==> config.mk <==
export PLATFORM = sky130hd
export DESIGN_NAME = gas_sensor_temp_compensated_ppb
export DESIGN_NICKNAME = d
export VERILOG_FILES = /design/src/rtl/gsc_pkg.sv /design/src/rtl/gas_sensor_temp_compensated_ppb.sv /design/src/rtl/gsc_cfg_regs.sv /design/src/rtl/gsc_front.sv /design/src/rtl/gsc_div.sv
export SDC_FILE = /design/constraint.sdc
export NUM_CORES = 2
export LEC_CHECK = 0
export ABC_AREA = 1
export BUFFER_PORTS_ARGS = -buffer_cell sky130_fd_sc_hd__buf_4
export CORE_MARGIN = 2
export CORE_UTILIZATION = 40
export DETAILED_ROUTE_END_ITERATION = 6
export SETUP_SLACK_MARGIN = 0.3
export SLEW_MARGIN = 20
export SYNTH_ARGS = -nofsm -noshare
export SYNTH_HDL_FRONTEND = slang
export SYNTH_SLANG_ARGS = --single-unit
==> constraint.sdc <==
create_clock -name clk -period 48.7 [get_ports clk]
set_clock_uncertainty 0.2 [all_clocks]
set_input_delay 14.61 -clock clk [delete_from_list [all_inputs] [get_ports clk]]
set_output_delay 14.61 -clock clk [all_outputs]
set_load 0.005 [all_outputs]
==> src/rtl/gsc_pkg.sv <==
// ----------------------------------------------------------------------------
// gsc_pkg: shared types and constants of the gas sensor compensation block
// Field widths, register indexes, status codes, the two compensation curves
// and the structs that pass configuration and numerator data between units.
// ----------------------------------------------------------------------------
package gsc_pkg;

	localparam int VOLT_W = 23;
	localparam int TEMP_W = 12;
	localparam int PPB_W = 24;
	localparam int STATUS_W = 2;
	localparam int CFG_INDEX_W = 3;
	localparam int CFG_DATA_W = 16;
	localparam int SENS_W = 15;

	localparam int A_W = 28;
	localparam int B_W = 27;
	localparam int FACTOR_W = 13;
	localparam int NUM_W = 40;
	localparam int MAG_W = NUM_W - 1;
	localparam int DIV_W = 25;

	localparam int DIV_STAGES = 8;
	localparam int BITS_PER_STAGE = 3;
	localparam int QUO_W = DIV_STAGES * BITS_PER_STAGE;

	typedef enum logic [CFG_INDEX_W-1:0] {
		CFG_FORMULA_SELECT = 3'd0,
		CFG_WORKER_EZERO   = 3'd1,
		CFG_AUX_EZERO      = 3'd2,
		CFG_WORKER_TZERO   = 3'd3,
		CFG_AUX_TZERO      = 3'd4,
		CFG_SENSITIVITY    = 3'd5
	} cfg_reg_t;

	typedef enum logic [STATUS_W-1:0] {
		STATUS_OK     = 2'd0,
		STATUS_SAT    = 2'd1,
		STATUS_NOSENS = 2'd2
	} status_t;

	// Offsets and divisor already scaled to microvolts / thousandths.
	typedef struct packed {
		logic                  fsel;
		logic                  sens_zero;
		logic signed [A_W-1:0] a_off;
		logic signed [B_W-1:0] b_off;
		logic [DIV_W-1:0]      divisor;
	} cfg_t;

	typedef struct packed {
		logic             neg;
		logic [MAG_W-1:0] mag;
	} num_t;

	typedef struct packed {
		logic             neg;
		logic             ovf;
		logic [QUO_W-1:0] quo;
	} quo_t;

	// Compensation curves in tenths, points at -30..50 C in 10 C steps.
	// sel = 1 picks curve three, sel = 0 curve one.
	function automatic logic signed [6:0] curve_point(input logic sel,
		input logic [3:0] idx);
		logic signed [6:0] k;
		case (idx)
			4'd0, 4'd1, 4'd2, 4'd3: k = sel ? 7'sd10 : 7'sd13;
			4'd4: k = 7'sd10;
			4'd5: k = sel ? 7'sd10 : 7'sd6;
			4'd6: k = 7'sd4;
			4'd7: k = sel ? -7'sd1 : 7'sd2;
			default: k = sel ? -7'sd40 : -7'sd15;
		endcase
		return k;
	endfunction

endpackage

==> src/rtl/gas_sensor_temp_compensated_ppb.sv <==
// ----------------------------------------------------------------------------
// gas_sensor_temp_compensated_ppb: temperature-compensated gas reading in ppb
// Corrects worker and auxiliary electrode voltages for their zero offsets,
// interpolates a temperature compensation factor and divides by the
// sensitivity, giving a saturated concentration with a status code.
// ----------------------------------------------------------------------------
//
// Channel   Direction  Handshake                    Payload
// s_axis    in         s_axis_tvalid/s_axis_tready  worker, aux, temperature
// m_axis    out        m_axis_tvalid/m_axis_tready  concentration, status
// cfg       in         cfg_valid/cfg_ready          register index, data
//
// One item per cycle sustained while the receiver takes results; a result
// passes fourteen registers in line: five front stages, eight divider
// stages of three quotient bits each, and the output register.
// Reset clears every valid bit and loads the register reset values; the
// scaled configuration follows a write in the next cycle.
// Each stage holds while its successor is stalled and fills any bubble, so
// input is still taken while a result waits at the output and a bubble remains.
// ----------------------------------------------------------------------------
module gas_sensor_temp_compensated_ppb (
	input  logic                                 clk,
	input  logic                                 arst_n,
	input  logic                                 s_axis_tvalid,
	output logic                                 s_axis_tready,
	// [22:0] worker_microvolts, [45:23] aux_microvolts,
	// [57:46] temperature_tenths, [63:58] zero
	input  logic [63:0]                          s_axis_tdata,
	output logic                                 m_axis_tvalid,
	input  logic                                 m_axis_tready,
	// [23:0] concentration_ppb
	output logic [gsc_pkg::PPB_W-1:0]            m_axis_tdata,
	// [1:0] result_status
	output logic [gsc_pkg::STATUS_W-1:0]         m_axis_tuser,
	input  logic                                 cfg_valid,
	output logic                                 cfg_ready,
	input  logic [gsc_pkg::CFG_INDEX_W-1:0]      cfg_index,
	input  logic [gsc_pkg::CFG_DATA_W-1:0]       cfg_data
);

	localparam int VW = gsc_pkg::VOLT_W;
	localparam int TW = gsc_pkg::TEMP_W;
	localparam int PW = gsc_pkg::PPB_W;

	gsc_pkg::cfg_t  cfg;
	gsc_pkg::num_t  num;
	gsc_pkg::quo_t  quo;
	logic           num_valid, num_ready;
	logic           quo_valid, quo_ready;

	logic                 valid_q;
	logic [PW-1:0]        ppb_q;
	gsc_pkg::status_t     status_q;
	logic                 adv_out;
	logic                 sat_pos, sat_neg;

	gsc_cfg_regs u_cfg (
		.clk       (clk),
		.arst_n    (arst_n),
		.cfg_valid (cfg_valid),
		.cfg_ready (cfg_ready),
		.cfg_index (cfg_index),
		.cfg_data  (cfg_data),
		.cfg       (cfg)
	);

	gsc_front u_front (
		.clk                (clk),
		.arst_n             (arst_n),
		.cfg                (cfg),
		.in_valid           (s_axis_tvalid),
		.in_ready           (s_axis_tready),
		.worker_microvolts  (s_axis_tdata[VW-1:0]),
		.aux_microvolts     (s_axis_tdata[2*VW-1:VW]),
		.temperature_tenths ($signed(s_axis_tdata[2*VW+TW-1:2*VW])),
		.out_valid          (num_valid),
		.out_ready          (num_ready),
		.out_num            (num)
	);

	gsc_div u_div (
		.clk       (clk),
		.arst_n    (arst_n),
		.divisor   (cfg.divisor),
		.in_valid  (num_valid),
		.in_ready  (num_ready),
		.in_num    (num),
		.out_valid (quo_valid),
		.out_ready (quo_ready),
		.out_quo   (quo)
	);

	// Output register: take a new result when empty or when the current one
	// leaves in this cycle.
	assign adv_out   = !valid_q || m_axis_tready;
	assign quo_ready = adv_out;

	// Saturate: a positive magnitude must stay below 2^23, a negative one
	// may reach exactly 2^23.
	assign sat_pos = !quo.neg && (quo.ovf || quo.quo[PW-1]);
	assign sat_neg = quo.neg && (quo.ovf || (quo.quo > {1'b1, {(PW-1){1'b0}}}));

	always_ff @(posedge clk or negedge arst_n) begin
		if (!arst_n) begin
			valid_q <= 1'b0;
		end else if (adv_out) begin
			valid_q <= quo_valid;
		end
	end

	always_ff @(posedge clk) begin
		if (adv_out) begin
			if (cfg.sens_zero) begin
				ppb_q    <= '0;
				status_q <= gsc_pkg::STATUS_NOSENS;
			end else if (sat_pos) begin
				ppb_q    <= {1'b0, {(PW-1){1'b1}}};
				status_q <= gsc_pkg::STATUS_SAT;
			end else if (sat_neg) begin
				ppb_q    <= {1'b1, {(PW-1){1'b0}}};
				status_q <= gsc_pkg::STATUS_SAT;
			end else begin
				ppb_q    <= quo.neg ? PW'(-quo.quo) : quo.quo;
				status_q <= gsc_pkg::STATUS_OK;
			end
		end
	end

	assign m_axis_tvalid = valid_q;
	assign m_axis_tdata  = ppb_q;
	assign m_axis_tuser  = status_q;

endmodule

==> src/rtl/gsc_cfg_regs.sv <==
// ----------------------------------------------------------------------------
// gsc_cfg_regs: configuration register file
// Holds the six programmable registers and registers the scaled offsets,
// divisor and flags that the datapath uses.
// ----------------------------------------------------------------------------
module gsc_cfg_regs (
	input  logic                              clk,
	input  logic                              arst_n,
	input  logic                              cfg_valid,
	output logic                              cfg_ready,
	input  logic [gsc_pkg::CFG_INDEX_W-1:0]   cfg_index,
	input  logic [gsc_pkg::CFG_DATA_W-1:0]    cfg_data,
	output gsc_pkg::cfg_t                     cfg
);

	logic                             fsel_q;
	logic signed [15:0]               wez_q;
	logic signed [15:0]               aez_q;
	logic signed [15:0]               wtz_q;
	logic signed [15:0]               atz_q;
	logic [gsc_pkg::SENS_W-1:0]       sens_q;
	logic signed [17:0]               zsum;
	gsc_pkg::cfg_t                    cfg_q;

	assign cfg_ready = 1'b1;

	always_ff @(posedge clk or negedge arst_n) begin
		if (!arst_n) begin
			fsel_q <= 1'b1;
			wez_q  <= '0;
			aez_q  <= '0;
			wtz_q  <= '0;
			atz_q  <= '0;
			sens_q <= '0;
		end else if (cfg_valid) begin
			case (cfg_index)
				gsc_pkg::CFG_FORMULA_SELECT: fsel_q <= cfg_data[0];
				gsc_pkg::CFG_WORKER_EZERO:   wez_q  <= $signed(cfg_data);
				gsc_pkg::CFG_AUX_EZERO:      aez_q  <= $signed(cfg_data);
				gsc_pkg::CFG_WORKER_TZERO:   wtz_q  <= $signed(cfg_data);
				gsc_pkg::CFG_AUX_TZERO:      atz_q  <= $signed(cfg_data);
				gsc_pkg::CFG_SENSITIVITY:    sens_q <= cfg_data[gsc_pkg::SENS_W-1:0];
				default: ;
			endcase
		end
	end

	// Formula three folds to worker - 1000*(wtz - atz + aez).
	always_comb begin
		if (fsel_q) begin
			zsum = 18'(wtz_q) - 18'(atz_q) + 18'(aez_q);
		end else begin
			zsum = 18'(wez_q);
		end
	end

	always_ff @(posedge clk or negedge arst_n) begin
		if (!arst_n) begin
			cfg_q.fsel      <= 1'b1;
			cfg_q.sens_zero <= 1'b1;
			cfg_q.a_off     <= '0;
			cfg_q.b_off     <= '0;
			cfg_q.divisor   <= '0;
		end else begin
			cfg_q.fsel      <= fsel_q;
			cfg_q.sens_zero <= (sens_q == '0);
			cfg_q.a_off     <= gsc_pkg::A_W'(zsum) * gsc_pkg::A_W'(1000);
			cfg_q.b_off     <= gsc_pkg::B_W'(aez_q) * gsc_pkg::B_W'(1000);
			cfg_q.divisor   <= gsc_pkg::DIV_W'(sens_q) * gsc_pkg::DIV_W'(1000);
		end
	end

	assign cfg = cfg_q;

endmodule

==> src/rtl/gsc_front.sv <==
// ----------------------------------------------------------------------------
// gsc_front: compensation factor and numerator pipeline
// Five stages: offsets and segment, factor, products, numerator, magnitude.
// ----------------------------------------------------------------------------
module gsc_front (
	input  logic                                clk,
	input  logic                                arst_n,
	input  gsc_pkg::cfg_t                       cfg,
	input  logic                                in_valid,
	output logic                                in_ready,
	input  logic [gsc_pkg::VOLT_W-1:0]          worker_microvolts,
	input  logic [gsc_pkg::VOLT_W-1:0]          aux_microvolts,
	input  logic signed [gsc_pkg::TEMP_W-1:0]   temperature_tenths,
	output logic                                out_valid,
	input  logic                                out_ready,
	output gsc_pkg::num_t                       out_num
);

	logic v_s1, v_s2, v_s3, v_s4, v_s5;
	logic adv1, adv2, adv3, adv4, adv5;

	logic signed [gsc_pkg::A_W-1:0]      a_s1, a_s2;
	logic signed [gsc_pkg::B_W-1:0]      b_s1, b_s2;
	logic                                cold_s1, hot_s1;
	logic [2:0]                          seg_s1;
	logic [6:0]                          d_s1;
	logic signed [gsc_pkg::FACTOR_W-1:0] factor_s2;
	logic signed [gsc_pkg::NUM_W-1:0]    prod_s3, a1000_s3, num_s4;
	gsc_pkg::num_t                       num_s5;

	logic signed [12:0]                  off_w;
	logic [9:0]                          off10;
	logic [2:0]                          seg_w;
	logic signed [gsc_pkg::FACTOR_W-1:0] factor_w;

	// Segment index of a distance of 0..799 tenths above -30 C.
	function automatic logic [2:0] seg_of(input logic [9:0] off);
		logic [2:0] s;
		s = '0;
		for (int i = 1; i < 8; i++) begin
			if (off >= 10'(i * 100)) begin
				s = 3'(i);
			end
		end
		return s;
	endfunction

	// Stall chain: a stage advances when empty or when its successor advances.
	assign adv5 = !v_s5 || out_ready;
	assign adv4 = !v_s4 || adv5;
	assign adv3 = !v_s3 || adv4;
	assign adv2 = !v_s2 || adv3;
	assign adv1 = !v_s1 || adv2;
	assign in_ready = adv1;

	always_ff @(posedge clk or negedge arst_n) begin
		if (!arst_n) begin
			v_s1 <= 1'b0;
			v_s2 <= 1'b0;
			v_s3 <= 1'b0;
			v_s4 <= 1'b0;
			v_s5 <= 1'b0;
		end else begin
			if (adv1) v_s1 <= in_valid;
			if (adv2) v_s2 <= v_s1;
			if (adv3) v_s3 <= v_s2;
			if (adv4) v_s4 <= v_s3;
			if (adv5) v_s5 <= v_s4;
		end
	end

	always_comb begin
		off_w = 13'(temperature_tenths) + 13'sd300;
		off10 = off_w[9:0];
		seg_w = seg_of(off10);
	end

	always_comb begin
		logic signed [6:0]  k_lo, k_hi;
		logic signed [7:0]  diff;
		k_lo = gsc_pkg::curve_point(cfg.fsel, {1'b0, seg_s1});
		k_hi = gsc_pkg::curve_point(cfg.fsel, {1'b0, seg_s1} + 4'd1);
		diff = 8'(k_hi) - 8'(k_lo);
		if (cold_s1) begin
			factor_w = gsc_pkg::FACTOR_W'(gsc_pkg::curve_point(cfg.fsel, 4'd0))
				* gsc_pkg::FACTOR_W'(100);
		end else if (hot_s1) begin
			factor_w = gsc_pkg::FACTOR_W'(gsc_pkg::curve_point(cfg.fsel, 4'd8))
				* gsc_pkg::FACTOR_W'(100);
		end else begin
			factor_w = gsc_pkg::FACTOR_W'(k_lo) * gsc_pkg::FACTOR_W'(100)
				+ $signed({6'b0, d_s1}) * gsc_pkg::FACTOR_W'(diff);
		end
	end

	always_ff @(posedge clk) begin
		if (adv1) begin
			a_s1    <= $signed({5'b0, worker_microvolts}) - cfg.a_off;
			b_s1    <= $signed({4'b0, aux_microvolts}) - cfg.b_off;
			cold_s1 <= (temperature_tenths <= -12'sd300);
			hot_s1  <= (temperature_tenths >= 12'sd500);
			seg_s1  <= seg_w;
			d_s1    <= 7'(off10 - 10'(seg_w) * 10'd100);
		end
		if (adv2) begin
			factor_s2 <= factor_w;
			a_s2      <= a_s1;
			b_s2      <= b_s1;
		end
		if (adv3) begin
			prod_s3  <= gsc_pkg::NUM_W'(factor_s2) * gsc_pkg::NUM_W'(b_s2);
			a1000_s3 <= gsc_pkg::NUM_W'(a_s2) * gsc_pkg::NUM_W'(1000);
		end
		if (adv4) begin
			num_s4 <= a1000_s3 - prod_s3;
		end
		if (adv5) begin
			num_s5.neg <= num_s4[gsc_pkg::NUM_W-1];
			num_s5.mag <= num_s4[gsc_pkg::NUM_W-1] ? gsc_pkg::MAG_W'(-num_s4)
				: num_s4[gsc_pkg::MAG_W-1:0];
		end
	end

	assign out_valid = v_s5;
	assign out_num   = num_s5;

endmodule

==> src/rtl/gsc_div.sv <==
// ----------------------------------------------------------------------------
// gsc_div: pipelined restoring divider
// Divides the numerator magnitude by 1000*sensitivity, three quotient bits
// per stage; flags quotients that do not fit the result width.
// ----------------------------------------------------------------------------
module gsc_div (
	input  logic                          clk,
	input  logic                          arst_n,
	input  logic [gsc_pkg::DIV_W-1:0]     divisor,
	input  logic                          in_valid,
	output logic                          in_ready,
	input  gsc_pkg::num_t                 in_num,
	output logic                          out_valid,
	input  logic                          out_ready,
	output gsc_pkg::quo_t                 out_quo
);

	localparam int N = gsc_pkg::DIV_STAGES;
	localparam int BPS = gsc_pkg::BITS_PER_STAGE;
	localparam int QW = gsc_pkg::QUO_W;
	localparam int DW = gsc_pkg::DIV_W;
	localparam int HI_W = gsc_pkg::MAG_W - QW;

	logic [N-1:0]  v_s, adv, neg_s, ovf_s, neg_n, ovf_n;
	logic [DW-1:0] rem_s [N];
	logic [DW-1:0] rem_n [N];
	logic [QW-1:0] lo_s  [N];
	logic [QW-1:0] lo_n  [N];
	logic [QW-1:0] quo_s [N];
	logic [QW-1:0] quo_n [N];

	// One restoring step: shift in a dividend bit, subtract when it fits.
	function automatic logic [DW:0] div_step(input logic [DW-1:0] r, input logic b,
		input logic [DW-1:0] dv);
		logic [DW:0] t;
		logic        q;
		t = {r, b};
		q = (t >= {1'b0, dv});
		if (q) begin
			t = t - {1'b0, dv};
		end
		return {q, t[DW-1:0]};
	endfunction

	always_comb begin
		adv[N-1] = !v_s[N-1] || out_ready;
		for (int k = N - 2; k >= 0; k--) begin
			adv[k] = !v_s[k] || adv[k+1];
		end
	end
	assign in_ready = adv[0];

	always_comb begin
		logic [DW-1:0] r;
		logic [QW-1:0] lo, q;
		logic [DW:0]   st;
		for (int k = 0; k < N; k++) begin
			if (k == 0) begin
				r        = DW'(in_num.mag[gsc_pkg::MAG_W-1:QW]);
				lo       = in_num.mag[QW-1:0];
				q        = '0;
				neg_n[k] = in_num.neg;
				ovf_n[k] = ({{(DW-HI_W){1'b0}}, in_num.mag[gsc_pkg::MAG_W-1:QW]}
					>= divisor);
			end else begin
				r        = rem_s[k-1];
				lo       = lo_s[k-1];
				q        = quo_s[k-1];
				neg_n[k] = neg_s[k-1];
				ovf_n[k] = ovf_s[k-1];
			end
			for (int j = 0; j < BPS; j++) begin
				st = div_step(r, lo[QW-1], divisor);
				r  = st[DW-1:0];
				q  = {q[QW-2:0], st[DW]};
				lo = {lo[QW-2:0], 1'b0};
			end
			rem_n[k] = r;
			lo_n[k]  = lo;
			quo_n[k] = q;
		end
	end

	always_ff @(posedge clk or negedge arst_n) begin
		if (!arst_n) begin
			v_s <= '0;
		end else begin
			for (int k = 0; k < N; k++) begin
				if (adv[k]) begin
					v_s[k] <= (k == 0) ? in_valid : v_s[k-1];
				end
			end
		end
	end

	always_ff @(posedge clk) begin
		for (int k = 0; k < N; k++) begin
			if (adv[k]) begin
				rem_s[k] <= rem_n[k];
				lo_s[k]  <= lo_n[k];
				quo_s[k] <= quo_n[k];
				neg_s[k] <= neg_n[k];
				ovf_s[k] <= ovf_n[k];
			end
		end
	end

	assign out_valid   = v_s[N-1];
	assign out_quo.neg = neg_s[N-1];
	assign out_quo.ovf = ovf_s[N-1];
	assign out_quo.quo = quo_s[N-1];

endmodule

Word level (Yosys, flattened, before mapping). Memory sizes are Yosys's and may differ from the RTL's. Index checks and enable logic that the tools add are counted.

$add $sub $neg: 36. Multipliers: 10. Div/mod/pow operators: 0. Magnitude comparators: 35. Eq/ne operators: 19. Shifts and indexed selects: 0. Multiplexer cells: 65. Bitwise logic cells: 0. Reductions and logical operators: 47.

Operator list (number): $mux 25 (24); $ge 26x25->1 (23); $sub 25x25->25 (23); $pmux 7 s5 (2); $mux 24 (2); $mul 13x27->40 (1); $sub 40x40->40 (1); $mux 39 (1); $neg 39->39 (1); $mul 28x8->36 const B (1); $mul 7x6->11 const B (3); $ge 10x9->1 const B (3); $mux 7 (4); $sub 24x28->28 (1); $sub 24x27->27 (1); $mux 13 (2); $ge 15x25->1 (1); $ge 16x25->1 (1); $mul 18x8->25 const B (1); $sub 16x25->25 (1); $gt 24x24->1 const B (1); $mul 16x8->24 const B (1); $neg 24->24 (1); $mux 23 (1); other kinds (36) (111).

Register bits: 501. Latch bits: 0. Bits in writable memories: 560. Bits in read-only memories: 0. Input bits: 88. Word-level logic and storage cells: 274. Memories: 3.

Memories: u_div.rem_s (words 8, width 25, read ports 7, clocked after Yosys merged registers in 0, wr ports 8, line gsc_div.sv:25) `logic [DW-1:0] rem_s [N];`; u_div.quo_s (words 8, width 24, read ports 8, clocked after Yosys merged registers in 0, wr ports 8, line gsc_div.sv:29) `logic [QW-1:0] quo_s [N];`; u_div.lo_s (words 8, width 21, read ports 7, clocked after Yosys merged registers in 0, wr ports 8, line gsc_div.sv:27) `logic [QW-1:0] lo_s [N];`.

Depth between registers and ports, before layout.
Word-level depth: 15. Gate-level depth with buffers: 49.

By module. Synthesis repeated with hierarchy kept, for this count alone.

Cells, all modules: 14181. Area, all modules: 106910.0 sq um.

Modules (own cells, without submodules): gsc_div (times used 1, cells each 8304, area an instance 53928.0 sq um, sequential area each 11701.2 sq um); gsc_front (times used 1, cells each 3952, area an instance 35808.1 sq um, sequential area each 8863.5 sq um); gsc_cfg_regs (times used 1, cells each 1690, area an instance 15362.2 sq um, sequential area each 3832.4 sq um); gas_sensor_temp_compensated_ppb (times used 1, cells each 235, area an instance 1811.7 sq um, sequential area each 805.8 sq um).

Worst setup path after synthesis. OpenSTA, ideal clock, no wires.

Path type: in2out. From: input port m_axis_tready. To: output port s_axis_tready. Data arrival time: 21.621 ns. Data required time: 33.890 ns. Slack: 12.269 ns. Stages on the path: 14. Buffers on the path: 0. Cells stage by stage: nor2_2 nand2_1 nor2_2 nand2_2 nor2_2 nand2_1 nor2_2 nand2_2 nor2_2 nand2_2 nor2_2 nand2_2 nor2_2 nand2_1.

Cells in the longest elaborated chain, start to end: 14.

RTL lines: start: declaration (line gas_sensor_temp_compensated_ppb.sv:30) `input logic m_axis_tready,`; $logic_or 1x1->1 (line gas_sensor_temp_compensated_ppb.sv:95) `assign adv_out = !valid_q || m_axis_tready;`; $logic_or 1x1->1 (line gsc_div.sv:46) `adv[N-1] = !v_s[N-1] || out_ready;`; via u_div.adv[7] (line gsc_div.sv:24) `logic [N-1:0] v_s, adv, neg_s, ovf_s, neg_n, ovf_n;`; $logic_or 1x1->1 (2 in series) (line gsc_div.sv:48) `adv[k] = !v_s[k] || adv[k+1];`; via u_div.adv[5] (line gsc_div.sv:24); $logic_or 1x1->1 (2 in series) (line gsc_div.sv:48); via u_div.adv[3] (line gsc_div.sv:24); $logic_or 1x1->1 (2 in series) (line gsc_div.sv:48); via u_div.adv[1] (line gsc_div.sv:24); $logic_or 1x1->1 (line gsc_div.sv:48); $logic_or 1x1->1 (line gsc_front.sv:49) `assign adv5 = !v_s5 || out_ready;`; via u_front.adv5 (line gsc_front.sv:20) `logic adv1, adv2, adv3, adv4, adv5;`; $logic_or 1x1->1 (line gsc_front.sv:50) `assign adv4 = !v_s4 || adv5;`; $logic_or 1x1->1 (line gsc_front.sv:51) `assign adv3 = !v_s3 || adv4;`; via u_front.adv3 (line gsc_front.sv:20); $logic_or 1x1->1 (line gsc_front.sv:52) `assign adv2 = !v_s2 || adv3;`; $logic_or 1x1->1 (line gsc_front.sv:53) `assign adv1 = !v_s1 || adv2;`; end: declaration (line gas_sensor_temp_compensated_ppb.sv:25) `output logic s_axis_tready,`.

The timed path passes the listed nets, and every way through them passes these cells.

Worst setup path in the final report. Same ends and word-level chain as after synthesis.

==> metrics <==
Max Fanout on Critical Path 78; Critical-path top delay cell nand2_4; gr ovfl total 0; deepest clock path buffer count 3; area share of the largest cell type after synthesis 21.6%; combinational family with the most area after synthesis adder cells; Least-Margin Pin Slew 1.04 ns; post-synthesis async set-or-reset flop share 19.3%; largest area contributor in the netlist edfxtp_1; crit path launch type input pin; IO buf count 109; HPWL Detailed 221000 um; CP dominant cell by count nor2_2; RSZ-0062 raised after global routing no; initial core utilization 40.1%; post-route clock period utilization 70.8%; max-slew violation count 0; crit path DAT 19.65 ns; Setup CP Type input pin to output port; IO Pins 117; Layout area overhead 7.93%; worst r2r src u_cfg.cfg[3]; Compound-Gate Fraction of Synth Area 10.2%; GPL Wtd Cong 0.972; Synth cell types 67; CTS Sinks 867; register area 25200 sq um; CP startpoint m_axis_tready; Final Setup Violations 0; CTS H-tree depth 3; top_reg_cell synth edfxtp_1; CTS clock-pin slew for the worst setup and hold paths 0.06 ns; Max-slew headroom 30.6%; top-count cell post-synth nand2_1; Synth Instances 12200; fin crit period 34.46 ns; net count after synthesis 14100; drt drc 0; Die Height 497 um; EDFF count, synth 700; hold path startpoint u_div.quo_s[0][79]; max-cap check violation count 0; Seq/Total Area, Yosys 25.9%; die width 497 um; # hold bufs at CTS 0; vias in the first global route 79300; CTS tree built; Syn. warnings 0; Largest delay share family, worst path simple AND/OR/NAND/NOR gates; top cells by count, synth 3284 x nand2_1, 1854 x inv_1, 1064 x ha_1; core area 243000 sq um; area of the multi-input gates 64100 sq um; Simple-Gate Fraction of Synth Area 21.8%; CTS resizes 0; status completed; gr usage total 22.2%; DRT Pass-1 Iters 6; Post-Synth XOR/XNOR Area 6.02%; clk_lat worst skew 0.77 ns; CP Capture Type output port; Via-to-Cell Ratio 5.12; Die ar. 247000 sq um; final count of hold timing violations 0; max incr delay on CP 0.56 ns; Synth Area in Adders 27.8%; Synth area leaders edfxtp_1 22%, fa_1 14%, ha_1 14%; largest net degree at the start of global routing 79; CP bufs+invs 5; Layout Nets 14200; Required @ worst endpoint 33.89 ns; worst path cell trace buf_4 > nor2_2 > nand2_1 > buf_4 > nor2_2 > nand2_2 > buf_4 > nor2_2 > nand2_2 > buf_4 > nor2_2 > nand2_2 > nor2_2 > nand2_2 > nor2_2 > nand2_4 > nor2_2 > nand2_4 > buf_4; post-synthesis register bit count 867; post-synthesis mux area share 0%; Hold Path Stages 0; antenna viol nets, final 0; Routed WL per cell 17.6 um; number of setup buffers added after CTS 0; first-pass GRT wire length 436000 um; WP depth 19; synthesized area per cell 7.95 sq um; Post-Syn Area 97400 sq um; DRT iter0 DRCs 5358; initial antenna violation count 4; Routed Wire Length 275000 um; Site Rows 181; R2R cell count 36; setup TNS 0 ns; Filler cells 24800; share of layout cells above drive strength 1 4.76%; vias 80100; Worst Hold Class flip-flop to flip-flop; top achievable clock speed 29.0 MHz; Num CTS Buffers 101; clock root buffer clkbuf_16
-- layer usage --
metal | track usage, % | vias to the layer above | part of all wire [%]
met5 | 0 | - | 0.0091
met4 | 8.35 | 4 | 4.2
met3 | 2.40 | 458 | 4.3
met2 | 38.3 | 1753 | 48
met1 | 28.5 | 37700 | 44
li1 | - | 40200 | -
-- final timing paths --
path / endpoint / slack (ns)
min in group asynchronous: u_cfg.wtz_q[8] / 13.64
setup / recovery: s_axis_tready / 14.24
setup reg to reg: u_div.rem_s[0][8] / 39.34
hold reg to reg: u_div.quo_s[1][10] / 0.16
hold / removal: u_div.quo_s[1][10] / 0.16
max in group asynchronous: u_div.v_s[2] / 33.35
-- logic make-up after synthesis --
family          Yosys count
simple gates           5093
buf+inv                2067
compound gates         1800
fa+ha+maj              1751
flops                   867
xor+xnor                670
other cells               1
-- cell usage in the layout, fill, tap and decap left out, types with 55 or more instances in the layout --
cell / n
a21o_1: 55
a21oi_1: 773
a31oi_1: 70
buf_4: 182
clkbuf_16: 101
dfrtp_1: 162
edfxtp_1: 700
fa_1: 687
ha_1: 1064
inv_1: 1829
nand2_1: 3282
nand3_1: 453
nand4_1: 165
nor2_1: 776
nor3_1: 114
o21ai_0: 590
o21ai_1: 80
o21bai_1: 71
or2_2: 74
xnor2_1: 290
xor2_1: 380
-- state kept, by name, indices dropped and copies added, names as in the netlist, 24 cells and up --
name,flops
u_cfg.cfg,73
u_front.b_s1,27
u_front.b_s2,27
u_front.num_s4,40
u_front.a_s1,28
u_div.lo_s,84
u_front.out_num,40
u_front.prod_s3,40
u_front.a1000_s3,36
m_axis_tdata,24
u_div.rem_s,175
u_front.a_s2,28
u_div.quo_s,108
-- per-stage QoR --
stage	utilization, %	hold slack [ns]	area [sq um]	setup WS (ns)	instances
2_1_floorplan	-	0.179	97400	12.27	12200
3_3_place_gp	41.9	0.200	102000	14.22	15400
3_5_place_dp	41.9	0.205	102000	14.18	15400
4_1_cts	43.3	0.155	105000	14.15	15600
5_1_grt	43.3	0.182	105000	13.66	15600
6_report	43.3	0.163	105000	14.24	15600
-- area by class of cell --
| cell class | instances | share of cell area, % |
|---|---|---|
| multi-input combinational | 9315 | 61.0 |
| sequential | 867 | 24.0 |
| inverter | 1873 | 6.69 |
| tap | 3202 | 3.81 |
| clock buffer | 125 | 2.56 |
| timing repair buffer | 183 | 1.31 |
| clock inverter | 64 | 0.659 |
| antenna | 2 | 0.00476 |
Power is not shown: default switching activity piles up to over one toggle a cycle in this logic, so the estimate is an artifact.
